==> src/hw/rtl/cbf_pkg.sv <==
// shared types and constants for the circular byte queue
// no dependencies; used by cbf_read_stage, byte_ring_buffer_block_transfer and the verif checker and test
package cbf_pkg;

    // default sizes
    localparam int DEPTH_DEF    = 256;
    localparam int MAX_XFER_DEF = 64;

    // fixed field widths
    localparam int CAP_W    = 9;
    localparam int LEN_W    = 7;
    localparam int BYTE_W   = 8;
    localparam int FILL_W   = 9;
    localparam int S_DATA_W = 16;
    localparam int M_DATA_W = 24;

    localparam logic [CAP_W-1:0] CAP_RESET = 9'd256;

    // command codes
    localparam logic CMD_PUT = 1'b0;
    localparam logic CMD_GET = 1'b1;

    // control states
    typedef enum logic {
        ST_IDLE,
        ST_GET
    } state_t;

    // side info that travels with a read request through the memory stage
    typedef struct packed {
        logic              last;
        logic [FILL_W-1:0] fill;
    } rd_ctl_t;

endpackage

==> src/hw/rtl/cbf_read_stage.sv <==
// byte store memory and its registered read stage
// depends on cbf_pkg for rd_ctl_t and field widths
module cbf_read_stage #(
    parameter int DEPTH = cbf_pkg::DEPTH_DEF
) (
    input  logic                             aclk,
    input  logic                             aresetn,
    // write port
    input  logic                             wr_en,
    input  logic [$clog2(DEPTH)-1:0]         wr_addr,
    input  logic [cbf_pkg::BYTE_W-1:0]       wr_data,
    // read request
    input  logic                             rd_issue,
    input  logic [$clog2(DEPTH)-1:0]         rd_addr,
    input  cbf_pkg::rd_ctl_t                 rd_ctl_in,
    // read result, held until consumed
    input  logic                             rd_consume,
    output logic                             rd_valid,
    output logic [cbf_pkg::BYTE_W-1:0]       rd_data,
    output cbf_pkg::rd_ctl_t                 rd_ctl_out
);

    logic [cbf_pkg::BYTE_W-1:0] byte_store_mem [DEPTH];
    logic [cbf_pkg::BYTE_W-1:0] rd_data_reg;
    cbf_pkg::rd_ctl_t           rd_ctl_reg;
    logic                       rd_valid_reg;
    logic                       rd_valid_next;

    // write port
    always_ff @(posedge aclk) begin
        if (wr_en) begin
            byte_store_mem[wr_addr] <= wr_data;
        end
    end

    // read port, data register holds while the stage is stalled
    always_ff @(posedge aclk) begin
        if (rd_issue) begin
            rd_data_reg <= byte_store_mem[rd_addr];
            rd_ctl_reg  <= rd_ctl_in;
        end
    end

    // stage occupancy
    always_comb begin
        if (rd_issue) begin
            rd_valid_next = 1'b1;
        end else if (rd_consume) begin
            rd_valid_next = 1'b0;
        end else begin
            rd_valid_next = rd_valid_reg;
        end
    end

    always_ff @(posedge aclk) begin
        if (!aresetn) begin
            rd_valid_reg <= 1'b0;
        end else begin
            rd_valid_reg <= rd_valid_next;
        end
    end

    assign rd_valid   = rd_valid_reg;
    assign rd_data    = rd_data_reg;
    assign rd_ctl_out = rd_ctl_reg;

endmodule

==> src/hw/rtl/byte_ring_buffer_block_transfer.sv <==
// circular byte queue with all-or-nothing block puts and gets.
// put items: one per cycle unless the output stalls or a capacity write waits; a status result
// is valid the cycle after the run's last item is taken. get of L bytes: the sequencer reads
// one byte per cycle through the single read port into the read stage and output register,
// while the output is not stalled; the next request is taken once the read stage has drained.
// reset (aresetn, synchronous): pointers, count, run state cleared, capacity 256; store kept.
module byte_ring_buffer_block_transfer #(
    parameter int DEPTH    = cbf_pkg::DEPTH_DEF,
    parameter int MAX_XFER = cbf_pkg::MAX_XFER_DEF
) (
    input  logic                          aclk,
    input  logic                          aresetn,
    // capacity register write
    input  logic                          cfg_valid,
    output logic                          cfg_ready,
    input  logic [cbf_pkg::CAP_W-1:0]     cfg_data,
    // requests
    input  logic                          s_tvalid,
    output logic                          s_tready,
    input  logic [cbf_pkg::S_DATA_W-1:0]  s_tdata,  // length[6:0], data_in[14:7], zero[15]
    input  logic                          s_tuser,  // cmd
    // results
    output logic                          m_tvalid,
    input  logic                          m_tready,
    output logic [cbf_pkg::M_DATA_W-1:0]  m_tdata,  // data_out[7:0], fill_level[16:8], zero[23:17]
    output logic                          m_tuser,  // ok
    output logic                          m_tlast   // last
);

    localparam int PTR_W = $clog2(DEPTH);
    localparam int CNT_W = $clog2(DEPTH + 1);
    localparam int CMP_W = (CNT_W > cbf_pkg::CAP_W) ? CNT_W : cbf_pkg::CAP_W;
    localparam int LW    = (CNT_W > cbf_pkg::LEN_W) ? CNT_W : cbf_pkg::LEN_W;

    // registers
    cbf_pkg::state_t               state_reg, state_next;
    logic [cbf_pkg::CAP_W-1:0]     capacity_reg;
    logic [PTR_W-1:0]              wp_reg, wp_next;
    logic [PTR_W-1:0]              rp_reg, rp_next;
    logic [CNT_W-1:0]              count_reg, count_next;
    logic [cbf_pkg::LEN_W-1:0]     left_reg, left_next;
    logic                          refused_reg, refused_next;
    logic [cbf_pkg::LEN_W-1:0]     rem_reg, rem_next;

    logic                          m_valid_reg;
    logic                          m_ok_reg;
    logic [cbf_pkg::BYTE_W-1:0]    m_data_reg;
    logic                          m_last_reg;
    logic [cbf_pkg::FILL_W-1:0]    m_fill_reg;

    // request fields
    logic                          in_cmd;
    logic [cbf_pkg::LEN_W-1:0]     in_len;
    logic [cbf_pkg::BYTE_W-1:0]    in_din;

    // handshake and control
    logic                          in_fire;
    logic                          cfg_fire;
    logic                          out_free;
    logic                          rd_issue;
    logic                          rd_consume;
    logic                          rd_valid;
    logic [cbf_pkg::BYTE_W-1:0]    rd_data;
    cbf_pkg::rd_ctl_t              rd_ctl_in;
    cbf_pkg::rd_ctl_t              rd_ctl_out;

    // datapath
    logic [CMP_W-1:0]              cap_ext;
    logic [CNT_W-1:0]              cap_eff;
    logic [CNT_W-1:0]              room;
    logic [LW-1:0]                 len_ext;
    logic                          len_big;
    logic                          len_zero;
    logic                          put_first;
    logic                          put_refuse_eff;
    logic [cbf_pkg::LEN_W-1:0]     put_left_eff;
    logic                          wr_en;
    logic [CNT_W-1:0]              wp_inc;
    logic [CNT_W-1:0]              rp_inc;
    logic                          get_go;
    logic                          res_valid;
    logic                          res_ok;

    assign in_cmd = s_tuser;
    assign in_len = s_tdata[cbf_pkg::LEN_W-1:0];
    assign in_din = s_tdata[cbf_pkg::LEN_W +: cbf_pkg::BYTE_W];

    assign out_free   = !m_valid_reg || m_tready;
    assign rd_consume = rd_valid && out_free;
    assign in_fire    = s_tvalid && s_tready;
    assign cfg_fire   = cfg_valid && cfg_ready;

    // effective capacity: zero acts as one, above the store size clamps
    assign cap_ext = CMP_W'(capacity_reg);
    always_comb begin
        if (cap_ext == '0) begin
            cap_eff = CNT_W'(1);
        end else if (cap_ext > CMP_W'(DEPTH)) begin
            cap_eff = CNT_W'(DEPTH);
        end else begin
            cap_eff = CNT_W'(cap_ext);
        end
    end

    // length checks
    assign room     = cap_eff - count_reg;
    assign len_ext  = LW'(in_len);
    assign len_big  = in_len > cbf_pkg::LEN_W'(MAX_XFER);
    assign len_zero = in_len == '0;

    // next state
    always_comb begin
        state_next = state_reg;
        case (state_reg)
            cbf_pkg::ST_IDLE: begin
                if (get_go) begin
                    state_next = cbf_pkg::ST_GET;
                end
            end
            cbf_pkg::ST_GET: begin
                if (rd_issue && rem_reg == cbf_pkg::LEN_W'(1)) begin
                    state_next = cbf_pkg::ST_IDLE;
                end
            end
            default: state_next = cbf_pkg::ST_IDLE;
        endcase
    end

    // state machine outputs, a pending capacity write goes before a request
    always_comb begin
        s_tready  = 1'b0;
        cfg_ready = 1'b0;
        rd_issue  = 1'b0;
        case (state_reg)
            cbf_pkg::ST_IDLE: begin
                s_tready  = !rd_valid && out_free && !cfg_valid;
                cfg_ready = !rd_valid;
            end
            cbf_pkg::ST_GET: begin
                rd_issue = !rd_valid || rd_consume;
            end
            default: begin
                s_tready = 1'b0;
            end
        endcase
    end

    // put run bookkeeping, pointer and count updates
    always_comb begin
        wp_next        = wp_reg;
        rp_next        = rp_reg;
        count_next     = count_reg;
        left_next      = left_reg;
        refused_next   = refused_reg;
        rem_next       = rem_reg;
        wr_en          = 1'b0;
        get_go         = 1'b0;
        res_valid      = 1'b0;
        res_ok         = 1'b1;
        put_first      = left_reg == '0;
        put_refuse_eff = put_first ? (len_big || LW'(room) < len_ext) : refused_reg;
        put_left_eff   = put_first ? in_len : left_reg;
        wp_inc         = CNT_W'(wp_reg) + CNT_W'(1);
        rp_inc         = CNT_W'(rp_reg) + CNT_W'(1);

        if (in_fire && in_cmd == cbf_pkg::CMD_PUT) begin
            if (put_first && len_zero) begin
                res_valid = 1'b1;
            end else begin
                if (!put_refuse_eff && count_reg < cap_eff && CNT_W'(wp_reg) < cap_eff) begin
                    wr_en      = 1'b1;
                    wp_next    = (wp_inc == cap_eff) ? '0 : PTR_W'(wp_inc);
                    count_next = count_reg + CNT_W'(1);
                end
                left_next = put_left_eff - cbf_pkg::LEN_W'(1);
                if (left_next == '0) begin
                    res_valid    = 1'b1;
                    res_ok       = !put_refuse_eff;
                    refused_next = 1'b0;
                end else begin
                    refused_next = put_refuse_eff;
                end
            end
        end else if (in_fire && in_cmd == cbf_pkg::CMD_GET) begin
            if (len_zero) begin
                res_valid = 1'b1;
            end else if (len_big || LW'(count_reg) < len_ext) begin
                res_valid = 1'b1;
                res_ok    = 1'b0;
            end else begin
                get_go   = 1'b1;
                rem_next = in_len;
            end
        end

        // one byte read per cycle while a get streams and the output is not stalled
        if (rd_issue) begin
            rp_next    = (rp_inc >= cap_eff) ? '0 : PTR_W'(rp_inc);
            count_next = count_reg - CNT_W'(1);
            rem_next   = rem_reg - cbf_pkg::LEN_W'(1);
        end

        // capacity write empties the queue and drops any open run
        if (cfg_fire) begin
            wp_next      = '0;
            rp_next      = '0;
            count_next   = '0;
            left_next    = '0;
            refused_next = 1'b0;
            wr_en        = 1'b0;
            res_valid    = 1'b0;
        end
    end

    assign rd_ctl_in.last = rem_reg == cbf_pkg::LEN_W'(1);
    assign rd_ctl_in.fill = cbf_pkg::FILL_W'(count_next);

    // control registers
    always_ff @(posedge aclk) begin
        if (!aresetn) begin
            state_reg    <= cbf_pkg::ST_IDLE;
            capacity_reg <= cbf_pkg::CAP_RESET;
            wp_reg       <= '0;
            rp_reg       <= '0;
            count_reg    <= '0;
            left_reg     <= '0;
            refused_reg  <= 1'b0;
            rem_reg      <= '0;
        end else begin
            state_reg    <= cfg_fire ? cbf_pkg::ST_IDLE : state_next;
            if (cfg_fire) begin
                capacity_reg <= cfg_data;
            end
            wp_reg       <= wp_next;
            rp_reg       <= rp_next;
            count_reg    <= count_next;
            left_reg     <= left_next;
            refused_reg  <= refused_next;
            rem_reg      <= rem_next;
        end
    end

    // output register valid
    always_ff @(posedge aclk) begin
        if (!aresetn) begin
            m_valid_reg <= 1'b0;
        end else if (rd_consume || res_valid) begin
            m_valid_reg <= 1'b1;
        end else if (m_tready) begin
            m_valid_reg <= 1'b0;
        end
    end

    // output register payload
    always_ff @(posedge aclk) begin
        if (rd_consume) begin
            m_ok_reg   <= 1'b1;
            m_data_reg <= rd_data;
            m_last_reg <= rd_ctl_out.last;
            m_fill_reg <= rd_ctl_out.fill;
        end else if (res_valid) begin
            m_ok_reg   <= res_ok;
            m_data_reg <= '0;
            m_last_reg <= 1'b1;
            m_fill_reg <= cbf_pkg::FILL_W'(count_next);
        end
    end

    assign m_tvalid = m_valid_reg;
    assign m_tuser  = m_ok_reg;
    assign m_tlast  = m_last_reg;
    assign m_tdata  = {{(cbf_pkg::M_DATA_W - cbf_pkg::FILL_W - cbf_pkg::BYTE_W){1'b0}},
                       m_fill_reg, m_data_reg};

    // byte store and read stage
    cbf_read_stage #(
        .DEPTH(DEPTH)
    ) u_read_stage (
        .aclk       (aclk),
        .aresetn    (aresetn),
        .wr_en      (wr_en),
        .wr_addr    (wp_reg),
        .wr_data    (in_din),
        .rd_issue   (rd_issue),
        .rd_addr    (rp_reg),
        .rd_ctl_in  (rd_ctl_in),
        .rd_consume (rd_consume),
        .rd_valid   (rd_valid),
        .rd_data    (rd_data),
        .rd_ctl_out (rd_ctl_out)
    );

    // stored bytes never exceed the capacity in use
    assert property (@(posedge aclk) disable iff (!aresetn)
        count_reg <= cap_eff)
        else $error("stored count above capacity");

    // no request taken while a read result is still in the stage
    assert property (@(posedge aclk) disable iff (!aresetn)
        in_fire |-> !rd_valid)
        else $error("request accepted with read stage busy");

    // a streaming get always has bytes left to read
    assert property (@(posedge aclk) disable iff (!aresetn)
        state_reg == cbf_pkg::ST_GET |-> rem_reg != '0)
        else $error("get state with no bytes left");

    // the last byte of a get leaves the sequencer idle
    assert property (@(posedge aclk) disable iff (!aresetn)
        rd_valid && rd_ctl_out.last |-> state_reg == cbf_pkg::ST_IDLE)
        else $error("last byte read while get still streaming");

    // every read issue decrements the count by one
    assert property (@(posedge aclk) disable iff (!aresetn)
        rd_issue && !cfg_fire |=> count_reg == $past(count_reg) - CNT_W'(1))
        else $error("count not decremented on read");

endmodule

==> config.mk <==
export PLATFORM = sky130hd
export DESIGN_NAME = byte_ring_buffer_block_transfer
export DESIGN_NICKNAME = d
export VERILOG_FILES = /design/src/hw/rtl/cbf_pkg.sv /design/src/hw/rtl/cbf_read_stage.sv /design/src/hw/rtl/byte_ring_buffer_block_transfer.sv
export SDC_FILE = /design/constraint.sdc
export NUM_CORES = 2
export LEC_CHECK = 0
export ABC_AREA = 0
export BUFFER_PORTS_ARGS = -buffer_cell sky130_fd_sc_hd__buf_2
export CORE_MARGIN = 4
export CORE_UTILIZATION = 25
export CTS_CLUSTER_DIAMETER = 60
export DETAILED_ROUTE_END_ITERATION = 7
export HOLD_SLACK_MARGIN = 0.15
export SLEW_MARGIN = 5
export SYNTH_ARGS = -nofsm -noshare
export SYNTH_HDL_FRONTEND = slang
export SYNTH_SLANG_ARGS = --single-unit
==> constraint.sdc <==
create_clock -name aclk -period 9.4 [get_ports aclk]
set_input_delay 0.47 -clock aclk [delete_from_list [all_inputs] [get_ports aclk]]
set_output_delay 0.47 -clock aclk [all_outputs]
set_load 0.1 [all_outputs]
==> results.tsv <==
metric	value	unit
Placed Cells	8313	
Biggest register	u_read_stage.byte_store_mem	
Total Power	19000	µW
Worst Tran Pin Value	1.22	ns
sequential cell area fraction in the yosys report	75.5	%
Finish-stage setup viols	0	
Core Rows	212	
Worst setup SP type	flip-flop	
# IOs	60	
CTS sink cnt	2137	
Post-Syn Area	0.0843	mm²
Resized Gates After CTS	0	
Slew Limit Fails	0	
largest net degree at the start of global routing	137	
DP Area	0.0899	mm²
crit path DAT	7.05	ns
vias per cell	4.60	
hold depth	1	
Lkg Pwr	0.0282	µW
drt wl/cell	23.3	µm
Async S/R FF share, synth	0	%
fmax	0.151	GHz
first-pass GRT wire length	295000	µm
Buffers on Ports	51	
clk_skew	0.0655	ns
crit path capture type	flip-flop	
most frequent cells in the layout	edfxtp_1 (2084), mux4_2 (632), nor2_1 (308), clkbuf_16 (216), nand2_1 (110)	
vias in the first global route	40800	
drt total wl	203000	µm
overall routing resource usage	11.4	%
CTS Hold Bufs	21	
hold_sp	s_tdata[11]	
max reg flops	2048	
Gate Count Post-Synth	3930	
crit-path cells	nor4_1 > a21oi_1 > nor2_1 > inv_1 > ha_1 > fa_1 > nand3b_1 > a21oi_1 > nor3_1 > ha_1 > nand2_1 > a21oi_1 > a211oi_1 > o2111ai_1 > nand4_4 > nor3b_2 > nand3_1 > nor2_1	
H-tree depth	4	
# nets final	4142	
initial antenna violation count	13	
number of max-cap violations	0	
crit path max fanout	24	
syn avg cell area	21.4	µm²
Area growth syn-to-layout	15.0	%
design area	0.0969	mm²
largest stage delay on the critical path	1.04	ns
core area	0.335	mm²
Post-Layout Cell Count	8740	
vias	40200	
#FFs+latches synth	2137	
PwrDens	196	mW/mm²
Reg-to-Reg Start	cap_ext[4]	
Primary FF master, synth	edfxtp_1	
die area	0.347	mm²
share of layout cells above drive strength 1	25.4	%
Fin. Hold Viols	0	
clock root buffer master	clkbuf_16	
reg-to-reg slack, setup	2.79	ns
most common cell after layout, fill and taps aside	edfxtp_1	
RR Endpoint	u_read_stage.byte_store_mem[227][0]	
FF-to-FF path depth	18	
Detail Route Antenna Nets	0	
Chip Width	589	µm
Overflow after GRT	0	
CTS Buffer Depth	3	
DRT iter0 DRCs	5191	
Min-Delay Endpoint	u_read_stage.byte_store_mem[210][4]	
Worst path slowest cell	nor2_1	
CTS tree	yes	
total iterations of the first detailed-routing run	5	
unrepaired setup endpoints after global routing	no	
Fin Setup TNS	0	ns
minimum clock period	6.61	ns
Post-synth EDFFs	2084	
critical path's most frequent cell	a21oi_1	
Ys Warns	0	
final core utilization	29.0	%
GPL Wtd Cong	0.784	
Initial Util	25.2	%
worst vdd ir	0.180	mV
DRC Markers	0	
Post-CTS Setup Inserts	0	
DPL Wire Length	120000	µm
Crit Path Class	flip-flop to flip-flop	
Slew HR	18.9	%
Netlist cell types	75	
total CTS buffers	215	
Die Ht	589	µm
Hold/Removal Path Class	input pin to flip-flop	
WP data required	9.84	ns
Worst-Skew Late Latency	0.84	ns
CTS clk-pin slew, worst paths	0.06	ns
fin crit share	70.3	%
outcome	completed	
[Yosys cell counts, types with 10 or more instances]
master	instances	area (µm²)
nor2b_1	12	75.1
dfxtp_1	53	1060
buf_2	55	275
a221oi_1	17	149
buf_1	27	101
o21ai_0	27	135
inv_1	37	139
a22oi_1	26	195
edfxtp_1	2084	62600
nand3_1	24	120
nor2_1	308	1160
ha_1	52	651
nor3_1	22	110
clkbuf_1	130	488
o221ai_1	10	87.6
mux4_2	632	14200
and3_1	14	87.6
buf_4	14	105
a21oi_1	52	260
mux2i_1	18	180
a22o_1	21	184
nand2_1	114	428
xnor2_1	24	210
[where the power goes]
part | total [µW] | internal (µW) | switching (µW) | leakage (µW)
sequential | 10500 | 10500 | 6.46 | 0.0192
combinational | 309 | 52.1 | 257 | 0.00570
clock | 8220 | 4590 | 3630 | 0.00331
[final cells by class]
type | count | area, µm²
antenna | 2 | 5.00
tap | 4494 | 5620
clock inverter | 133 | 1180
sequential | 2137 | 63700
multi-input combinational | 1533 | 19600
timing repair buffer | 132 | 1100
clock buffer | 270 | 5620
fill | 32600 | 238000
inverter | 39 | 146
[cells by family (layout without fill, tap and decap cells)]
kind of cell | count (synthesis) | count (layout) | synth area share [%]
buf+inv | 266 | 574 | 1.34
fa+ha+maj | 53 | 53 | 0.796
xor+xnor | 31 | 31 | 0.338
mux | 651 | 651 | 17.1
flops | 2137 | 2137 | 75.5
simple gates | 559 | 559 | 2.91
other cells | 1 | 9 | 0.00445
compound gates | 232 | 232 | 2.00
[layer usage]
metal	up-vias	track usage [%]	share of wire, %
met5	-	0	0.038
met4	12	2.78	2.2
met3	290	2.59	8.2
met2	1631	18.1	47
met1	21600	15.9	42
li1	16700	-	-
[worst max-delay path: cells and delay by family (launching register included)]
kind                     cells  cell delay, ns
adder cells (fa/ha/maj)      3            0.97
flip-flops                   1            0.33
AND/OR/NAND/NOR              9            4.04
buffers and inverters        1            0.08
AO/OA/AOI/OAI                5            0.78
[worst max-delay path by stage]
stage,start,end,cells past startpoint,slack (ns)
global placement,cap_ext[4],u_read_stage.byte_store_mem[226][6],18,2.62
CTS,cap_ext[4],u_read_stage.byte_store_mem[226][0],18,2.70
floorplan,m_tvalid,rem_reg[4],6,4.33
global route,cap_ext[4],u_read_stage.byte_store_mem[224][3],18,2.28
detailed placement,cap_ext[4],u_read_stage.byte_store_mem[226][2],18,2.75
finish,cap_ext[4],u_read_stage.byte_store_mem[227][0],18,2.79
[through the flow]
step	hold WS, ns	worst slack, ns
after CTS	0.162	2.70
after floorplan	0.436	4.33
after detailed placement	0.469	2.75
final	0.167	2.79
after global routing	0.168	2.28
after global placement	0.459	2.62
Power figures use the tool's default switching activity.
